## config.mk

```make
export PLATFORM = sky130hd
export DESIGN_NAME = gspe_relax_unit
export DESIGN_NICKNAME = d
export VERILOG_FILES = /design/src/rtl/gspe_pkg.sv /design/src/rtl/gspe_relax_unit.sv
export SDC_FILE = /design/constraint.sdc
export NUM_CORES = 1
export LEC_CHECK = 0
export ABC_AREA = 1
export BUFFER_PORTS_ARGS = -buffer_cell sky130_fd_sc_hd__buf_4
export CORE_MARGIN = 5
export CORE_UTILIZATION = 40
export DETAILED_ROUTE_END_ITERATION = 10
export PLACE_DENSITY = 0.72
export SKIP_LAST_GASP = 1
export SLEW_MARGIN = 25
export SYNTH_ARGS = -nofsm -noshare
export SYNTH_HDL_FRONTEND = slang
export SYNTH_SLANG_ARGS = --single-unit
```

## constraint.sdc

```tcl
create_clock -name vclk -period 7.35
set_input_delay 0.735 -clock vclk [all_inputs]
set_output_delay 0.735 -clock vclk [all_outputs]
set_load 0.05 [all_outputs]
```

## src/rtl/gspe_pkg.sv

```systemverilog
// Shared types and constants for the graph shortest-path engine.
// No dependencies; the interfaces, relax unit, top module and bench import this package.
package gspe_pkg;

    localparam int DEF_MAX_VERTICES = 16;
    localparam int DEF_WEIGHT_BITS  = 32;

    localparam int OP_W        = 3;
    localparam int STATUS_W    = 3;
    localparam int VERT_W      = 4;
    localparam int IN_WEIGHT_W = 32;
    localparam int DIST_W      = 36;
    localparam int MAX_RESULTS = 16;

    localparam logic [DIST_W-1:0] DIST_MAX = {DIST_W{1'b1}};

    typedef enum logic [OP_W-1:0] {
        OP_ADD_VERTEX    = 3'd0,
        OP_ADD_EDGE      = 3'd1,
        OP_REMOVE_EDGE   = 3'd2,
        OP_REMOVE_VERTEX = 3'd3,
        OP_CLEAR         = 3'd4,
        OP_SHORTEST_PATH = 3'd5
    } op_t;

    typedef enum logic [STATUS_W-1:0] {
        ST_OK           = 3'd0,
        ST_VTX_EXISTS   = 3'd1,
        ST_VTX_MISSING  = 3'd2,
        ST_SELF_EDGE    = 3'd3,
        ST_EDGE_EXISTS  = 3'd4,
        ST_EDGE_MISSING = 3'd5,
        ST_UNREACHABLE  = 3'd6,
        ST_TOO_FEW      = 3'd7
    } status_t;

    typedef enum logic [3:0] {
        S_IDLE,
        S_DECODE,
        S_EDGE_CHK,
        S_EDGE_WR2,
        S_VTX_CLR,
        S_RELAX,
        S_SELECT,
        S_WALK_RD,
        S_WALK_CHK,
        S_EMIT_RD,
        S_EMIT_OUT,
        S_STATUS
    } state_t;

    // Per-neighbor flags presented to the relax unit
    typedef struct packed {
        logic edge_present;
        logic vtx_present;
        logic explored;
        logic has_est;
        logic found;
    } relax_ctl_t;

    typedef struct packed {
        logic              update;
        logic              take_min;
        logic [DIST_W-1:0] new_dist;
    } relax_res_t;

endpackage

```

## src/rtl/gspe_relax_unit.sv

```systemverilog
// Shared relax/compare unit: saturating distance add, estimate update and running minimum.
// Depends on gspe_pkg.
module gspe_relax_unit #(
    parameter int WEIGHT_BITS = gspe_pkg::DEF_WEIGHT_BITS
) (
    input  gspe_pkg::relax_ctl_t          ctl,
    input  logic [gspe_pkg::DIST_W-1:0]   cur_dist,
    input  logic [WEIGHT_BITS-1:0]        weight,
    input  logic [gspe_pkg::DIST_W-1:0]   old_dist,
    input  logic [gspe_pkg::DIST_W-1:0]   best_dist,
    output gspe_pkg::relax_res_t          res
);
    import gspe_pkg::*;

    localparam int SUM_W = ((WEIGHT_BITS > DIST_W) ? WEIGHT_BITS : DIST_W) + 1;

    logic [SUM_W-1:0]  sum;
    logic [DIST_W-1:0] cand;
    logic              relevant;

    assign sum  = SUM_W'(cur_dist) + SUM_W'(weight);
    assign cand = (sum > SUM_W'(DIST_MAX)) ? DIST_MAX : sum[DIST_W-1:0];

    assign relevant     = ctl.edge_present && ctl.vtx_present && !ctl.explored;
    assign res.update   = relevant && (!ctl.has_est || (cand < old_dist));
    assign res.new_dist = res.update ? cand : old_dist;
    // strict compare in ascending index order keeps the lowest index on ties
    assign res.take_min = ctl.vtx_present && !ctl.explored && (ctl.has_est || res.update)
                          && (!ctl.found || (res.new_dist < best_dist));
endmodule

```

# Yosys cells after proc, flatten, opt, wreduce, memory -nomap -nowiden
# Cells that the tools add are included.
[word_totals]
reg_bits = 0
input_bits = 145
out_inout_bits = 38
[classes]
addsub = 1
order_cmp = 3
muxes = 2
reduce_logical = 12
[op_table]
columns = ["operator", "count"]
rows = [
  ["36-bit less-than comparator", 2],
  ["36-bit 2-to-1 mux", 2],
  ["36-bit by 32-bit adder with 37-bit output", 1],
  ["37-bit by 36-bit greater-than comparator with 1-bit output, second input constant", 1],
  ["1-bit logical AND", 6],
  ["1-bit zero test", 3],
  ["1-bit logical OR", 3],
]

# Depth between registers and ports, before layout
[depth]
word_depth = 10
ltp_mapped = 41
depth_no_buf = 40

# Least setup slack after synthesis
# Ideal clock, no wire load.
[synth_path]
path_kind = "input-to-output"
from = "input cur_dist[4] (netlist name)"
to = "output res[36] (netlist name)"
t_arrival_ps = 7147
required_ps = 6615
setup_slack_ps = -532
path_stages = 39
path_buffers = 1
path_cell_list = "ha_1 -> a21oi_1 -> o21ai_1 -> a21oi_2 -> inv_2 -> nand2_2 -> o211ai_4 -> a21boi_4 -> o21ai_4 -> a21boi_4 -> o21ai_4 -> nand3_1 -> o21ai_2 -> a21oi_2 -> o21ai_2 -> ha_1 -> nand2_1 -> inv_1 -> (+3 left out) -> nor4b_1 -> nand2_1 -> nand2_1 -> nand2_2 -> nand2_2 -> inv_2 -> clkbuf_1 -> o21ai_0 -> ha_1 -> a21oi_1 -> nor2_1 -> a211oi_1 -> o221ai_1 -> nand2_1 -> a21oi_1 -> a211oi_1 -> nand2_1 -> a21oi_1"
[synth_rtl]
columns = ["item", "line", "source"]
rows = [
  ["start: declaration", "gspe_relax_unit.sv:7", "input logic [gspe_pkg::DIST_W-1:0] cur_dist,"],
  ["end: declaration", "gspe_relax_unit.sv:11", "output gspe_pkg::relax_res_t res"],
]

==> summary.txt <==
Status
  • Outcome: complete, no violations

Cells and area
  • Multi-input combinational cell area: 0.00373 sq mm
  • Fraction of layout cells with a size suffix above 1: 0.287
  • Diode count: 0
  • # fillers: 1080
  • NumNets Final: 1119
  • Final Util: 0.576
  • Reg area: 0 sq um
  • FFs & Latches: 0
  • Clock buffer count: 0
  • Layout area overhead: 42.1%

Worst setup path
  • Most Frequent Cell on Critical Path: nand2_1
  • WS Path Type: in2out
  • CP arrival: 6.14 ns
  • Crit-path max FO: 29
  • Startpoint Class: primary input
  • Slowest Stage Delay on Critical Path: 0.31 ns
  • Slowest stage cell, crit path: ha_2
  • CP Buf/Inv Count: 5
  • Crit path required time: 6.61 ns
  • Crit. End Element: output port
  • Crit path depth: 38
  • Worst path top cell family by delay: compound AO/OA/AOI/OAI gates

Timing
  • Tmin final: 6.88 ns
  • Final worst slack: 0.474 ns
  • Period utilization: 0.935
  • Final Setup Violations: 0
  • Max frequency: 145 MHz
  • Final hold vios: 0
  • Worst-margin pin slew: 0.419 ns
  • Max-slew violations: 0
  • Max_slew headroom: 0.718

Synth
  • Most numerous cell in the Yosys netlist: nand2_1
  • Cells after synthesis: 685
  • Number of library cell types mapped by synthesis: 42
  • Synthesized Nets: 933
  • Commonest cells in the netlist: nand2_1 (170), inv_1 (124), ha_1 (102)
  • Synth area leader: ha_1
  • Post-synthesis sequential area ratio: 0
  • Synth Warn #: 0
  • Synth top area share: 0.309
  • Mapped Avg Cell Area: 6.02 sq um
  • Synth area leaders: ha_1 (31%), nand2_1 (15%), inv_1 (11%)
  • Synthesized cell area: 0.00413 sq mm

Die
  • Ports: 183
  • Placement Rows: 37
  • Die Span X: 112 um
  • Die H: 112 um
  • Initial Utilization: 0.405
  • Core area: 0.0102 sq mm
  • DIE AREA: 0.0124 sq mm

Place
  • Gpl congestion: 0.909
  • PortBufs: 183
  • Pre-CTS setup slack: 0.137 ns
  • DP HPWL: 12100 um

Drt
  • Routed vias: 4977
  • Post-Route WL: 13300 um
  • Final ANT Viol Nets: 0
  • Iter 0 DRT Violations: 149
  • Drt drc: 0
  • WL per Instance: 13.2 um
  • Routed vias/inst: 4.95
  • DRT Pass-1 Iters: 4

Global route
  • Initial antenna violation count: 0
  • Total global routing overflow: 0
  • Vias in the first global route: 4756
  • GRT Total Usage: 0.199
  • First-pass GRT wire length: 21300 um
  • Largest net degree at the start of global routing: 30

Hold path
  • Min-Delay Path Depth: 3
  • Hold Crit Class: in2out

Run
  • Max-capacitance violation count: 0

Power and ir drop
  • Worst vdd ir: 0.0000435 V
  • Leakage: 0.00329 uW
  • Total power: 552 uW
  • PwrDens: 94.1 mW/mm^2

Clock network
  • Hold_buf cts: 0
==> report_power, final <==
group / switching (uW) / total [uW] / internal (uW)
registers: 0 / 0 / 0
logic: 327 / 552 / 225
clock network: 0 / 0 / 0
==> timing repair <==
| item | CTS | global route |
|---|---|---|
| resized for setup | 0 | 24 |
| setup endpoints to repair | 0 | 1 |
| setup buffers | 0 | 3 |
==> cell type report <==
| cell class | instances | area share |
|---|---|---|
| inverters | 127 | 0.0826 |
| well taps | 136 | 0.0290 |
| repair buffers | 194 | 0.252 |
| multi-input cells | 548 | 0.636 |
==> per-layer routing <==
metal  global-route usage  routed length, um  vias up  share of wire
met5                    0                  0        -              0
met1                0.273               6070     2160           0.46
li1                     -                  -     2668              -
met4               0.0219                132        0          0.010
met3               0.0239                941       13          0.071
met2                0.344               6110      136           0.46
==> worst paths after layout <==
path / from / end
hold / removal: ctl[0] / res[36]
setup / recovery: cur_dist[4] / res[36]
==> worst min-delay path: cells and delay by family <==
kind	cells	cell delay, ns
buffers and inverters	2	0.23
AOI/OAI and AO/OA	1	0.05
==> through the flow <==
stage	hold slack, ns	TNS (ns)	std cells	area, sq um
3_5_place_dp	1.78	0	1002	5730
3_3_place_gp	1.77	0	1002	5730
4_1_cts	1.78	0	1002	5730
6_report	1.75	0	1005	5860
5_1_grt	1.76	-0.0443	1005	5860
2_1_floorplan	1.62	0	685	4160
==> cells by family after synthesis <==
group | count (synthesis) | share of synthesized area
fa+ha+maj | 103 | 0.314
buf+inv | 137 | 0.127
simple gates | 249 | 0.253
xor+xnor | 21 | 0.0446
compound gates | 175 | 0.261
==> cell usage in the layout (no fill, tap or decap), drive strengths merged <==
master	Yosys	layout
buf	7	194
nand2	175	175
inv	127	127
ha	102	102
a21oi	78	78
o21ai	62	62
nor2	37	37
nand3	14	14
xor2	12	12
nand4	10	10
xnor2	9	9
a211oi	8	8
a31oi	6	6
nor3	6	6
o221ai	5	5
o21a	4	4
nor4	3	3
a21boi	3	3
o211ai	3	3
o31ai	2	2
or2	2	2
o2111ai	2	2
nand3b	1	1
a21o	1	1
nor4b	1	1
o221a	1	1
fa	1	1
(Power assumes the default switching activity.)
