<file path="config.mk">
export PLATFORM = sky130hd
export DESIGN_NAME = gspe_ram
export DESIGN_NICKNAME = d
export VERILOG_FILES = /design/src/rtl/gspe_ram.sv
export SDC_FILE = /design/constraint.sdc
export NUM_CORES = 1
export LEC_CHECK = 0
export BUFFER_PORTS_ARGS = -buffer_cell sky130_fd_sc_hd__buf_2
export CAP_MARGIN = 20
export CORE_ASPECT_RATIO = 0.5
export CORE_UTILIZATION = 54
export DETAILED_ROUTE_END_ITERATION = 10
export GPL_ROUTABILITY_DRIVEN = 0
export PLACE_DENSITY = 0.76
export SYNTH_ARGS = -nofsm -noshare
export SYNTH_HDL_FRONTEND = slang
export SYNTH_SLANG_ARGS = --single-unit
</file>
<file path="constraint.sdc">
create_clock -name clk -period 1.95 [get_ports clk]
set_input_delay 0.585 -clock clk [delete_from_list [all_inputs] [get_ports clk]]
set_output_delay 0.585 -clock clk [all_outputs]
set_load 0.05 [all_outputs]
</file>
<file path="src/rtl/gspe_ram.sv">
// Generic single-write, single-read RAM with registered read data.
// No dependencies.
module gspe_ram #(
    parameter int WIDTH = 8,
    parameter int DEPTH = 16
) (
    input  logic                     clk,
    input  logic                     wr_en,
    input  logic [$clog2(DEPTH)-1:0] wr_addr,
    input  logic [WIDTH-1:0]         wr_data,
    input  logic                     rd_en,
    input  logic [$clog2(DEPTH)-1:0] rd_addr,
    output logic [WIDTH-1:0]         rd_data
);
    logic [WIDTH-1:0] mem [DEPTH];

    always_ff @(posedge clk)
    begin
        if (wr_en)
        begin
            mem[wr_addr] <= wr_data;
        end
        if (rd_en)
        begin
            rd_data <= mem[rd_addr];
        end
    end
endmodule

</file>
# After elaboration in Yosys (flattened, before gate mapping)
# Memory sizes are Yosys's and may differ from the RTL's. A register that Yosys moved wholly into a read port is not among the register bits.
# Cells that the tools add are included.
# op_classes
mux	2
# ops
op	count
2-to-1 mux 1 bit	2
# word_totals
memories	1
ramBits	128
ff_bits	0
inputBits	19
# memory_table
name	depth	word_bits	rd	rd_clocked_by_memory_dff	write_ports	line	source
mem	16	8	1	1	1	15	logic [WIDTH-1:0] mem [DEPTH];

# Depth between registers and ports, before layout
# Gate-level depths: netlist of run 1.
# depth
word_depth	2
ltp_mapped	5

# Least setup slack after synthesis of run 1
# No wires, ideal clock.
# synth_timing
path_kind	input port to flip-flop
startpoint	in wr_addr[2]
endpoint	mem mem[0][0], enable pin
setup_slack_ns	-0.128
arrival_time_ns	1.695
required_ns	1.567
path_buffers	0
path_stages	2
path_cell_list	or3b_2 > nor3_1
# synth_rtl
element	line	source
from (decl)	9	input logic [$clog2(DEPTH)-1:0] wr_addr,
to (decl)	15	
# No word-level cell before the write port.

==> results of run 1 <==
[how the worst max path moves through the flow]
stage               start                   end  slack, ns  cells past startpoint
3_3_place_gp   rd_addr[0]  rd_data[6]$_DFFE_PP_      -0.35                      6
5_1_grt        rd_addr[0]  rd_data[6]$_DFFE_PP_      0.003                      6
6_report       rd_addr[0]  rd_data[6]$_DFFE_PP_       0.02                      6
4_1_cts        rd_addr[0]  rd_data[6]$_DFFE_PP_       0.05                      6
2_1_floorplan  rd_addr[0]  rd_data[1]$_DFFE_PP_       0.08                      5
3_5_place_dp   rd_addr[0]  rd_data[6]$_DFFE_PP_      -0.34                      6
[per-layer routing]
layer  up-vias  part of all wire (%)
met5         -                     0
li1       1114                     -
met3        12                   7.4
met2       111                    48
met4         0                   1.2
met1      1343                    44
[metrics by stage]
stage | setup slack [ns] | area (um^2)
detailed placement | -0.335 | 5710
global placement | -0.345 | 5710
floorplan | 0.0826 | 5230
global route | 0.00324 | 6320
CTS | 0.0464 | 6320
finish | 0.0213 | 6320
[final cells by class]
class	count	area [um^2]
fill	527	2720
tap	130	163
multi-input combinational	83	1060
clock buffer	18	429
clock inverter	14	180
timing repair buffer	56	405
sequential	136	4080
[cells in the final DEF (no fill, tap or decap), types with 2 or more instances in the layout]
cell type	n
sky130_fd_sc_hd__nor3_1	3
sky130_fd_sc_hd__mux4_2	18
sky130_fd_sc_hd__buf_4	26
sky130_fd_sc_hd__nor2_1	13
sky130_fd_sc_hd__clkinvlp_4	4
sky130_fd_sc_hd__buf_2	26
sky130_fd_sc_hd__nand3b_1	2
sky130_fd_sc_hd__bufinv_16	4
sky130_fd_sc_hd__a22oi_1	16
sky130_fd_sc_hd__clkbuf_16	17
sky130_fd_sc_hd__edfxtp_1	136
sky130_fd_sc_hd__clkinv_1	3
sky130_fd_sc_hd__buf_12	4
sky130_fd_sc_hd__clkinv_2	2
sky130_fd_sc_hd__nand2b_1	2
sky130_fd_sc_hd__nand2_1	9
sky130_fd_sc_hd__mux4_1	14
[report_power, final]
group | switching [mW] | internal, mW
clock network | 1.15 | 2.12
registers | 0.0205 | 3.30
logic | 0.232 | 0.149
total | 1.40 | 5.56
[cells by family after synthesis]
logic type | Yosys count
flops | 136
simple gates | 35
mux | 32
compound gates | 16
buf+inv | 10
[state kept, by name (all words and copies together) (netlist names)]
signal / count
mem: 128
rd_data: 8
==> impl_summary.md, run 1 <==
Worst setup path
Of all nets on the critical path, the largest fanout is 6. The critical path goes through buf_2 -> buf_4 -> buf_12 -> mux4_2 -> a22oi_1 -> nand2_1. The class of the most critical setup path is in -> reg.

The arrival time of the worst setup path is 2.08 ns. The internal reg-to-reg setup slack is 0.35 ns. Measured in cells, the most critical reg-to-reg path has a length of 3. The family of cells with the greatest summed delay on the critical path is buffers and inverters. STA classifies the critical path endpoint as a register. The maximum single-stage delay on the critical path is 0.49 ns.

The critical path required time is 2.10 ns. The kind of start point of the critical path is an input pin. The number of buffers and inverters on the critical path is 3. The launch instance of the worst register-to-register path is mem[2][2]$_DFFE_PP_. The reg-to-reg critical path endpoint is rd_data[2]$_DFFE_PP_.

On the critical path, the stage with the largest delay is an instance of sky130_fd_sc_hd__mux4_2.

Clock network
The maximum clock path buffer count is 2. The cell at the root of the clock tree is sky130_fd_sc_hd__clkbuf_16. The hold-fix buffer count after cts is 0. TritonCTS built the clock tree. Buffers inserted during clock tree synthesis total 17. The post-cts sizing count is 0. The H-tree was split into 4 levels. CTS saw 136 sinks. The clock transition at the registers of the reported paths is 0.06 ns. At the later pin of the worst-skew pair, clock insertion delay measures 0.41 ns. In this run the post-CTS setup repair buffer count came out at 0.

Min path
The hold path startpoint is wr_data[4]. In this run the worst hold path is classified as in -> reg. The instance count along the most critical hold path is 1.

The worst hold path endpoint is mem[13][4]$_DFFE_PP_.

Floorplan
The number of standard-cell rows in the floorplan is 24. The floorplan step set the die width to 141 um. For this design the top-level I/O count stands at 27. The region available for standard cell placement spans 0.00904 mm^2.

The initial utilization of the core area, before any placement, comes to 57.8%. The floorplan step defined a die boundary enclosing 0.0101 mm^2. Measured along the y axis, the die boundary spans 71.6 um.

Logic synthesis
The number of synthesized flops with an enable pin is 136. The synthesized instance count is 229. During synthesis, Yosys emitted a total of 0 warnings.

The main combinational cell family by area after synthesis is multiplexers. The complex-gate fraction of the synthesized area is 2.30%. Synthesis inferred 136 register bits. The share of synthesized area occupied by flip-flops and latches is 78.1%.

Summing the areas of all and, or, nand and nor instances in the mapped netlist gives 3.14% of the synthesized area. The cell accounting for the most synthesized area is sky130_fd_sc_hd__edfxtp_1. The mux cell area share after synthesis is 14.8%. The most common flop cell mapped by yosys is sky130_fd_sc_hd__edfxtp_1. Summing the areas of all fa, ha and maj instances in the mapped netlist gives 0% of the synthesized area. sky130_fd_sc_hd__edfxtp_1 is the most common cell in the netlist. The average instance in the mapped netlist occupies 22.8 um^2.

After Yosys synthesis, XOR and XNOR cells account for 0% of the synthesized area. After synthesis, the cell types taking the most area are sky130_fd_sc_hd__edfxtp_1 78%, sky130_fd_sc_hd__mux4_2 7.8%, sky130_fd_sc_hd__mux4_1 7.0%, sky130_fd_sc_hd__a22oi_1 2.3%, sky130_fd_sc_hd__nor2_1 0.93%. The distinct cell type count of the synthesized netlist is 18.

By count the netlist is led by 136 x sky130_fd_sc_hd__edfxtp_1, 18 x sky130_fd_sc_hd__mux4_2, 16 x sky130_fd_sc_hd__a22oi_1, 14 x sky130_fd_sc_hd__mux4_1, 13 x sky130_fd_sc_hd__nor2_1. After synthesis, the largest area contributor takes up 78.1% of total cell area. In the synthesized netlist the async set-or-reset flop fraction comes to 0%. The netlist area before placement is 0.00523 mm^2.

The synthesized net count is 248.

Timing
The post-route clock period utilization is 98.9%. The worst clock skew on the final layout is 0.00653 ns. The clock period could shrink to 1.93 ns. The final-report setup violation count is 0. The maximum clock rate is 0.518 GHz. Setup repair after global routing left no endpoint under its margin.

The headroom to the max-slew limit is 70.3%. Final hold analysis gives a worst-case slack of 0.558 ns. The hold violation count in the final report was 0.

The pin slew with the least headroom to its limit is 0.446 ns. The final-report max-slew violation count was 0. The sum of negative setup slack is 0 ns.

Drt
The routed layout has 2580 vias. The first-pass iteration count of the detailed router is 4. For this run, design rule violations remaining after detail routing come to 0. In this run, the number of DRC markers left after iteration 0 of detailed routing was 328. Dividing the detail-routed wire length by the instance count gives 24.4 um. The overall routed net length is 10600 um. Using the TritonRoute via totals, the vias-per-cell ratio works out to 5.90. The count of nets left with antenna violations once routing finished came out at 0.

Layout
The final layout net count is 313. The number of diodes added for antenna fixing is 0. The proportion of layout cells with a drive suffix above 1 is 33.9%. The core utilization of the finished layout is 70.0%.

The number of standard cells in the final layout excluding fillers is 437. Compared with the post-synthesis result, the final layout area differs by 21.0%.

Global route
met2 is the most crowded layer. For this run, global-route usage on met1 was measured as 34.4%. The largest net degree at the start of global routing is 22. Global routing used 7.02% of the available met3 tracks. The via count of the first global-routing pass is 2652.

Global routing used 36.6% of the available met2 tracks. Global routing finished with a remaining overflow of 0. The first global-routing pass estimated 16300 um of wire. Global routing consumed, over all layers together, 24.2% of the routing resources. The number of antenna violations at the first check in global routing is 0.

Placed design
Including well taps, the total number of placed cells is 405. The port buffer count is 26. The wire-length estimate of the detail-placed layout is 6490 um.

Power
The worst IR drop on VDD is 0.000797 V. The analysis attributes to cell leakage a power of 2.17 nW. The ratio of total power to cell area is 1100 mW/mm^2. The total power is 6.97 mW.

Flow run
The max-capacitance violation count is 0.

Status
The flow ran to the end, and the final reports show no timing, DRC or antenna violations.
Note: power is estimated with default switching activity, not from simulation.
==> run 2, diff against run 1 <==
==> constraint.sdc (replaced) <==
create_clock -name clk -period 1.95 [get_ports clk]
set_input_delay 0.195 -clock clk [delete_from_list [all_inputs] [get_ports clk]]
set_output_delay 0.195 -clock clk [all_outputs]
set_load 0.05 [all_outputs]
==> impl_summary.md, run 2 (synthesis results as in run 1) <==
Status
The flow ran to the end, and the final reports show no timing, DRC or antenna violations.

Timing
The pin slew with the least headroom to its limit is 0.682 ns (+0.237 ns). The worst clock skew on the final layout is 0.00810 ns (+0.00157 ns). The worst slack on hold paths was 0.134 ns (-0.424 ns). The maximum clock rate is 0.592 GHz (+14%). The final-report setup violation count is 0 (unchanged). The hold violation count in the final report is 0 (unchanged). The post-route clock period utilization is 86.6% (-12 points). The post-layout minimum cycle time came to 1.69 ns (-0.239 ns). Setup repair after global routing left no endpoint under its margin. The final-report max-slew violation count was 0 (unchanged). The sum of negative setup slack came to 0 ns (unchanged). The headroom to the max-slew limit is 54.4% (-16 points).

Clock network
CTS placed an instance of sky130_fd_sc_hd__clkbuf_16 at the clock tree root. The H-tree depth reported by CTS was 4 (unchanged). The total number of clock tree sinks is 136 (unchanged).

The post-cts sizing count was 0 (unchanged). The setup fix buffers added after clock tree synthesis is 0 (unchanged). TritonCTS built the clock tree. The clock transition at the registers of the reported paths is 0.05 ns (about the same).

The clock latency on the worst-skew pair was 0.41 ns (about the same). The hold-fix buffer count after cts came to 0 (unchanged). The maximum clock path buffer count is 2 (unchanged).

The number of clock buffers inserted by TritonCTS was 17 (unchanged).

Global route
The largest net degree at the start of global routing is 25 (+14%). The residual overflow from global routing is 0 (unchanged). The number of antenna violations at the first check in global routing is 0 (unchanged). The first-pass GRT wire length is 15800 um (-2.8%). The via count of the first global-routing pass is 2735 (+3.1%).

The total global-route track usage is 23.5% (-0.69 points).

Drt
The initial detailed-routing violation count was 241 (-27%). The overall routed net length is 10600 um (-0.92%). The number of design rule violations left after detail routing is 0 (unchanged). The antenna violation net count after detailed routing came to 0 (unchanged). The first-pass iteration count of the detailed router is 5 (+1). The wire length per cell was 24.5 um (+0.69%). The number of vias per cell is 6.00 (+1.5%).

The total vias in the final route was 2578 (-0.078%).

Floorplan
The number of standard-cell rows in the floorplan is 24 (unchanged). The die footprint was 0.0101 mm^2 (unchanged). The I/O pin total was 27 (unchanged). The core area is 0.00904 mm^2 (unchanged).

The floorplan die width is 141 um (unchanged). The die extent in y is 71.6 um (unchanged). The effective utilization at floorplan is 57.8% (unchanged).

Worst setup path
The internal reg-to-reg setup slack is 0.26 ns (-0.09 ns). The largest fanout on the critical path is 1 (-5). The slowest cell on the critical path is sky130_fd_sc_hd__mux4_1. The worst setup path is launched from a register. The class of the most critical setup path is reg -> reg. On the critical path the largest part of the delay comes from multiplexers.

The critical path required time came to 2.09 ns (about the same). The maximum single-stage delay on the critical path came to 0.54 ns (+0.05 ns). The number of buffer and inverter stages on the critical path is 0 (-3).

The critical path goes through mux4_1 -> a22oi_1 -> nand2_1. The arrival time of the worst setup path came to 1.83 ns (-0.25 ns). The worst setup path is captured at a register.

Layout
The proportion of layout cells with a drive suffix above 1 is 32.3% (-1.5 points). The leading cell type in the layout, fill and taps excluded is sky130_fd_sc_hd__edfxtp_1. The core utilization of the finished layout is 69.2% (-0.78 points).

In the layout the commonest cells are 136 x sky130_fd_sc_hd__edfxtp_1, 26 x sky130_fd_sc_hd__buf_2, 20 x sky130_fd_sc_hd__buf_4. The final design instance area without fill is 0.00625 mm^2 (-1.1%). The final layout net count is 306 (-2.2%). The number of filler cells placed in the layout was 514 (-2.5%). The register with the most flip-flops in the final layout is mem. The largest registers in the layout are mem x128, rd_data x8.

The flip-flop count of the largest register after layout came to 128 (unchanged). The growth of design area from synthesis to finish is 19.6%. The number of diodes added for antenna fixing is 0 (unchanged).

Placed design
The HPWL after detailed placement was 6300 um (-3.0%). The area of placed instances is 0.00564 mm^2 (-1.2%). The port buffer count is 26 (unchanged).

Min path
The path type of the worst min-delay path is in -> reg.

Power
The ratio of total power to cell area is 1110 mW/mm^2 (+0.51%). The static leakage is 2.14 nW (-1.4%). The worst IR drop on VDD was 0.000652 V (-18%).

Flow run
The max-capacitance violation count was 0 (unchanged).
==> run 2: cell count changes in the layout (fill, tap and decap cells not counted), sizes merged <==
cell      previous run  this run
buf                 56        49
clkbuf              18        17
inv                  1         0
clkinv               5         9
clkinvlp             4         2
==> run 2: final cells by class <==
| cell class | count | area (um^2) | area share (%) |
|---|---|---|---|
| Multi-Input combinational cell | 83 | 1060 | 16.9 |
| Sequential cell | 136 | 4080 | 65.3 |
| Timing Repair Buffer | 49 | 340 | 5.44 |
| Tap cell | 130 | 163 | 2.60 |
| Clock inverter | 15 | 184 | 2.94 |
| Clock buffer | 17 | 425 | 6.80 |
==> run 2: layer usage <==
metal / vias up / routed length [um] / track usage (%)
met5: - / 0 / 0
met4: 0 / 324 / 12.6
met3: 26 / 873 / 6.35
met2: 130 / 5000 / 36.6
met1: 1316 / 4350 / 31.2
li1: 1106 / - / -
==> run 2: power by group <==
group	internal (mW)	switching [mW]
logic	0.137	0.227
clock network	2.12	1.13
registers	3.30	0.0176
==> run 2: path summary, 6_finish.rpt <==
kind                                           start                    to  cells past startpoint
worst min register to register  mem[15][3]$_DFFE_PP_  rd_data[3]$_DFFE_PP_                      3
worst min-delay path                           rd_en  rd_data[4]$_DFFE_PP_                      1
worst max register to register   mem[1][2]$_DFFE_PP_  rd_data[2]$_DFFE_PP_                      3
worst max-delay path             mem[1][2]$_DFFE_PP_  rd_data[2]$_DFFE_PP_                      3
==> run 2: through the flow <==
stage	power (mW)	setup slack, ns	instances
finish	6.93	0.260	430
global route	7.10	0.194	430
CTS	6.98	0.247	430
detailed placement	3.73	0.0246	398
global placement	3.71	0.126	398
floorplan	3.58	0.262	229
==> run 3, diff against run 2 <==
--- a/config.mk
+++ b/config.mk
@@ -11,7 +11,7 @@
 export CORE_UTILIZATION = 54
 export DETAILED_ROUTE_END_ITERATION = 10
 export GPL_ROUTABILITY_DRIVEN = 0
-export PLACE_DENSITY = 0.76
+export PLACE_DENSITY = 0.74
 export SYNTH_ARGS = -nofsm -noshare
 export SYNTH_HDL_FRONTEND = slang
 export SYNTH_SLANG_ARGS = --single-unit
==> impl_summary.md, run 3 (synthesis results as in run 1) <==
Status
The flow ran to the end, and the final reports show no timing, DRC or antenna violations.

Timing
The final-report setup violation count is 0 (unchanged). The post-route clock period utilization was 84.8% (-1.9 points). The sum of negative setup slack is 0 ns (unchanged). Setup repair after global routing left no endpoint under its margin. The worst clock skew on the final layout is 0.00832 ns (+0.000227 ns). The pin slew with the least headroom to its limit came to 0.722 ns (+0.0394 ns). The final-report max-slew violation count is 0 (unchanged). The headroom to the max-slew limit was 51.8% (-2.6 points). The post-layout minimum cycle time is 1.65 ns (-0.0367 ns). The hold violation count in the final report is 0 (unchanged).

The maximum clock rate is 0.605 GHz (+2.2%).

Worst setup path
The class of the most critical setup path is reg -> reg. The largest fanout on the critical path is 1 (unchanged). The number of logic stages on the critical path including buffering is 3 (unchanged). The cell family contributing the most delay on the critical path is multiplexers.

The most critical setup path has its endpoint at rd_data[4]$_DFFE_PP_. The slowest cell on the critical path is sky130_fd_sc_hd__mux4_1. The critical path required time is 2.10 ns (about the same). The arrival time of the worst setup path is 1.80 ns (-0.03 ns).

The kind of start point of the critical path is a register. The depth of the worst register-to-register path came to 3 (unchanged). In this run the critical register-to-register path is launched from mem[8][4]$_DFFE_PP_. The maximum single-stage delay on the critical path is 0.51 ns (-0.03 ns). STA classifies the critical path endpoint as a register. The number of buffer and inverter stages on the critical path was 0 (unchanged). The critical path starts at mem[8][4]$_DFFE_PP_. The worst register-to-register path ends at rd_data[4]$_DFFE_PP_. The critical path goes through mux4_1 -> a22oi_1 -> nand2_1. The internal reg-to-reg setup slack came to 0.30 ns (+0.04 ns).

Global route
The via count of the first global-routing pass is 2583 (-5.6%). The largest net degree at the start of global routing came to 19 (-24%). The first-pass GRT wire length is 16000 um (+0.78%). The number of antenna violations at the first check in global routing is 0 (unchanged).

The total global-route track usage came to 23.8% (+0.30 points). The residual overflow from global routing is 0 (unchanged).

Drt
The overall routed net length is 10600 um (+0.37%). The number of design rule violations left after detail routing came to 0 (unchanged). The number of vias per cell is 5.96 (-0.51%).

The initial detailed-routing violation count came to 296 (+23%). The antenna violation net count after detailed routing is 0 (unchanged). The wire length per cell is 24.9 um (+1.6%).

The first-pass iteration count of the detailed router is 5 (unchanged). The total vias in the final route is 2535 (-1.7%).

Clock network
The number of clock buffers inserted by TritonCTS is 17 (unchanged). The post-cts sizing count is 0 (unchanged). The hold-fix buffer count after cts is 0 (unchanged). The H-tree depth reported by CTS is 4 (unchanged). The clock latency on the worst-skew pair came to 0.41 ns (about the same). TritonCTS built the clock tree.

The total number of clock tree sinks is 136 (unchanged). The cell at the root of the clock tree is sky130_fd_sc_hd__clkbuf_16. The setup fix buffers added after clock tree synthesis is 0 (unchanged). The maximum clock path buffer count is 2 (unchanged). The clock transition at the registers of the reported paths is 0.05 ns (about the same).

Layout
The core utilization of the finished layout came to 67.9% (-1.3 points). The library cell used most frequently in the layout, excluding fill and tap cells, is sky130_fd_sc_hd__edfxtp_1. The number of diodes added for antenna fixing is 0 (unchanged).

The flip-flop count of the largest register after layout is 128 (unchanged). The proportion of layout cells with a drive suffix above 1 is 30.8% (-1.5 points). The largest registers in the layout are mem x128, rd_data x8.

The final layout net count is 303 (-0.98%). The register bank with the most flops is mem. In the layout the commonest cells are 136 x sky130_fd_sc_hd__edfxtp_1, 26 x sky130_fd_sc_hd__buf_2, 18 x sky130_fd_sc_hd__mux4_2. The growth of design area from synthesis to finish is 17.4%.

Floorplan
The I/O pin total is 27 (unchanged). The core area is 0.00904 mm^2 (unchanged). The floorplan die width is 141 um (unchanged).

The die footprint is 0.0101 mm^2 (unchanged). The die extent in y came to 71.6 um (unchanged). The number of standard-cell rows in the floorplan is 24 (unchanged). The effective utilization at floorplan is 57.8% (unchanged).

Placed design
The port buffer count came to 26 (unchanged). The HPWL after detailed placement was 6720 um (+6.8%).

Min path
The instance count along the most critical hold path is 1 (unchanged). The path type of the worst min-delay path is in -> reg.

Power
The worst IR drop on VDD came to 0.000609 V (-6.5%). The ratio of total power to cell area was 1050 mW/mm^2 (-4.8%). The static leakage is 2.08 nW (-2.8%).

Flow run
The max-capacitance violation count is 0 (unchanged).
-- run 3: changes by cell type in the layout (fill, tap and decap cells not counted), sizes merged --
cell	before	now
bufinv	4	1
clkinv	9	7
clkbuf	17	19
clkinvlp	2	3
buf	49	46
-- run 3: area by class of cell --
| type | count | area, um^2 |
|---|---|---|
| Clock inverter | 11 | 85.1 |
| Clock buffer | 19 | 433 |
| Fill cell | 541 | 2900 |
| Timing Repair Buffer | 46 | 318 |
| Tap cell | 130 | 163 |
| Multi-Input combinational cell | 83 | 1060 |
| Sequential cell | 136 | 4080 |
-- run 3: worst min path at each step --
stage | start | end
after CTS | wr_data[2] | mem[12][2]$_DFFE_PP_
after global routing | rd_en | rd_data[4]$_DFFE_PP_
after floorplan | wr_data[0] | mem[0][0]$_DFFE_PP_
final | rd_en | rd_data[3]$_DFFE_PP_
after detailed placement | rd_en | rd_data[5]$_DFFE_PP_
after global placement | rd_en | rd_data[5]$_DFFE_PP_
-- run 3: power by group --
group | switching [mW] | internal, mW
combinational | 0.229 | 0.133
sequential | 0.0222 | 3.30
clock | 1.09 | 1.71
total | 1.34 | 5.14
-- run 3: routing by layer --
layer | GRT usage, % | wire [um] | up-vias
met4 | 7.25 | 95 | 0
met3 | 9.76 | 1320 | 10
met2 | 34.2 | 4830 | 128
met1 | 33.9 | 4350 | 1309
met5 | 0 | 0 | -
li1 | - | - | 1088
-- run 3: stage by stage --
stage,hold slack (ns),cells,instance area (um^2),setup WS (ns),total power [mW]
after floorplan,0.294,229,5230,0.262,3.58
after detailed placement,0.591,395,5620,0.106,3.74
after global placement,0.578,395,5620,0.123,3.72
after global routing,0.158,425,6140,0.244,6.65
final,0.169,425,6140,0.297,6.48
after CTS,0.159,425,6140,0.317,6.52
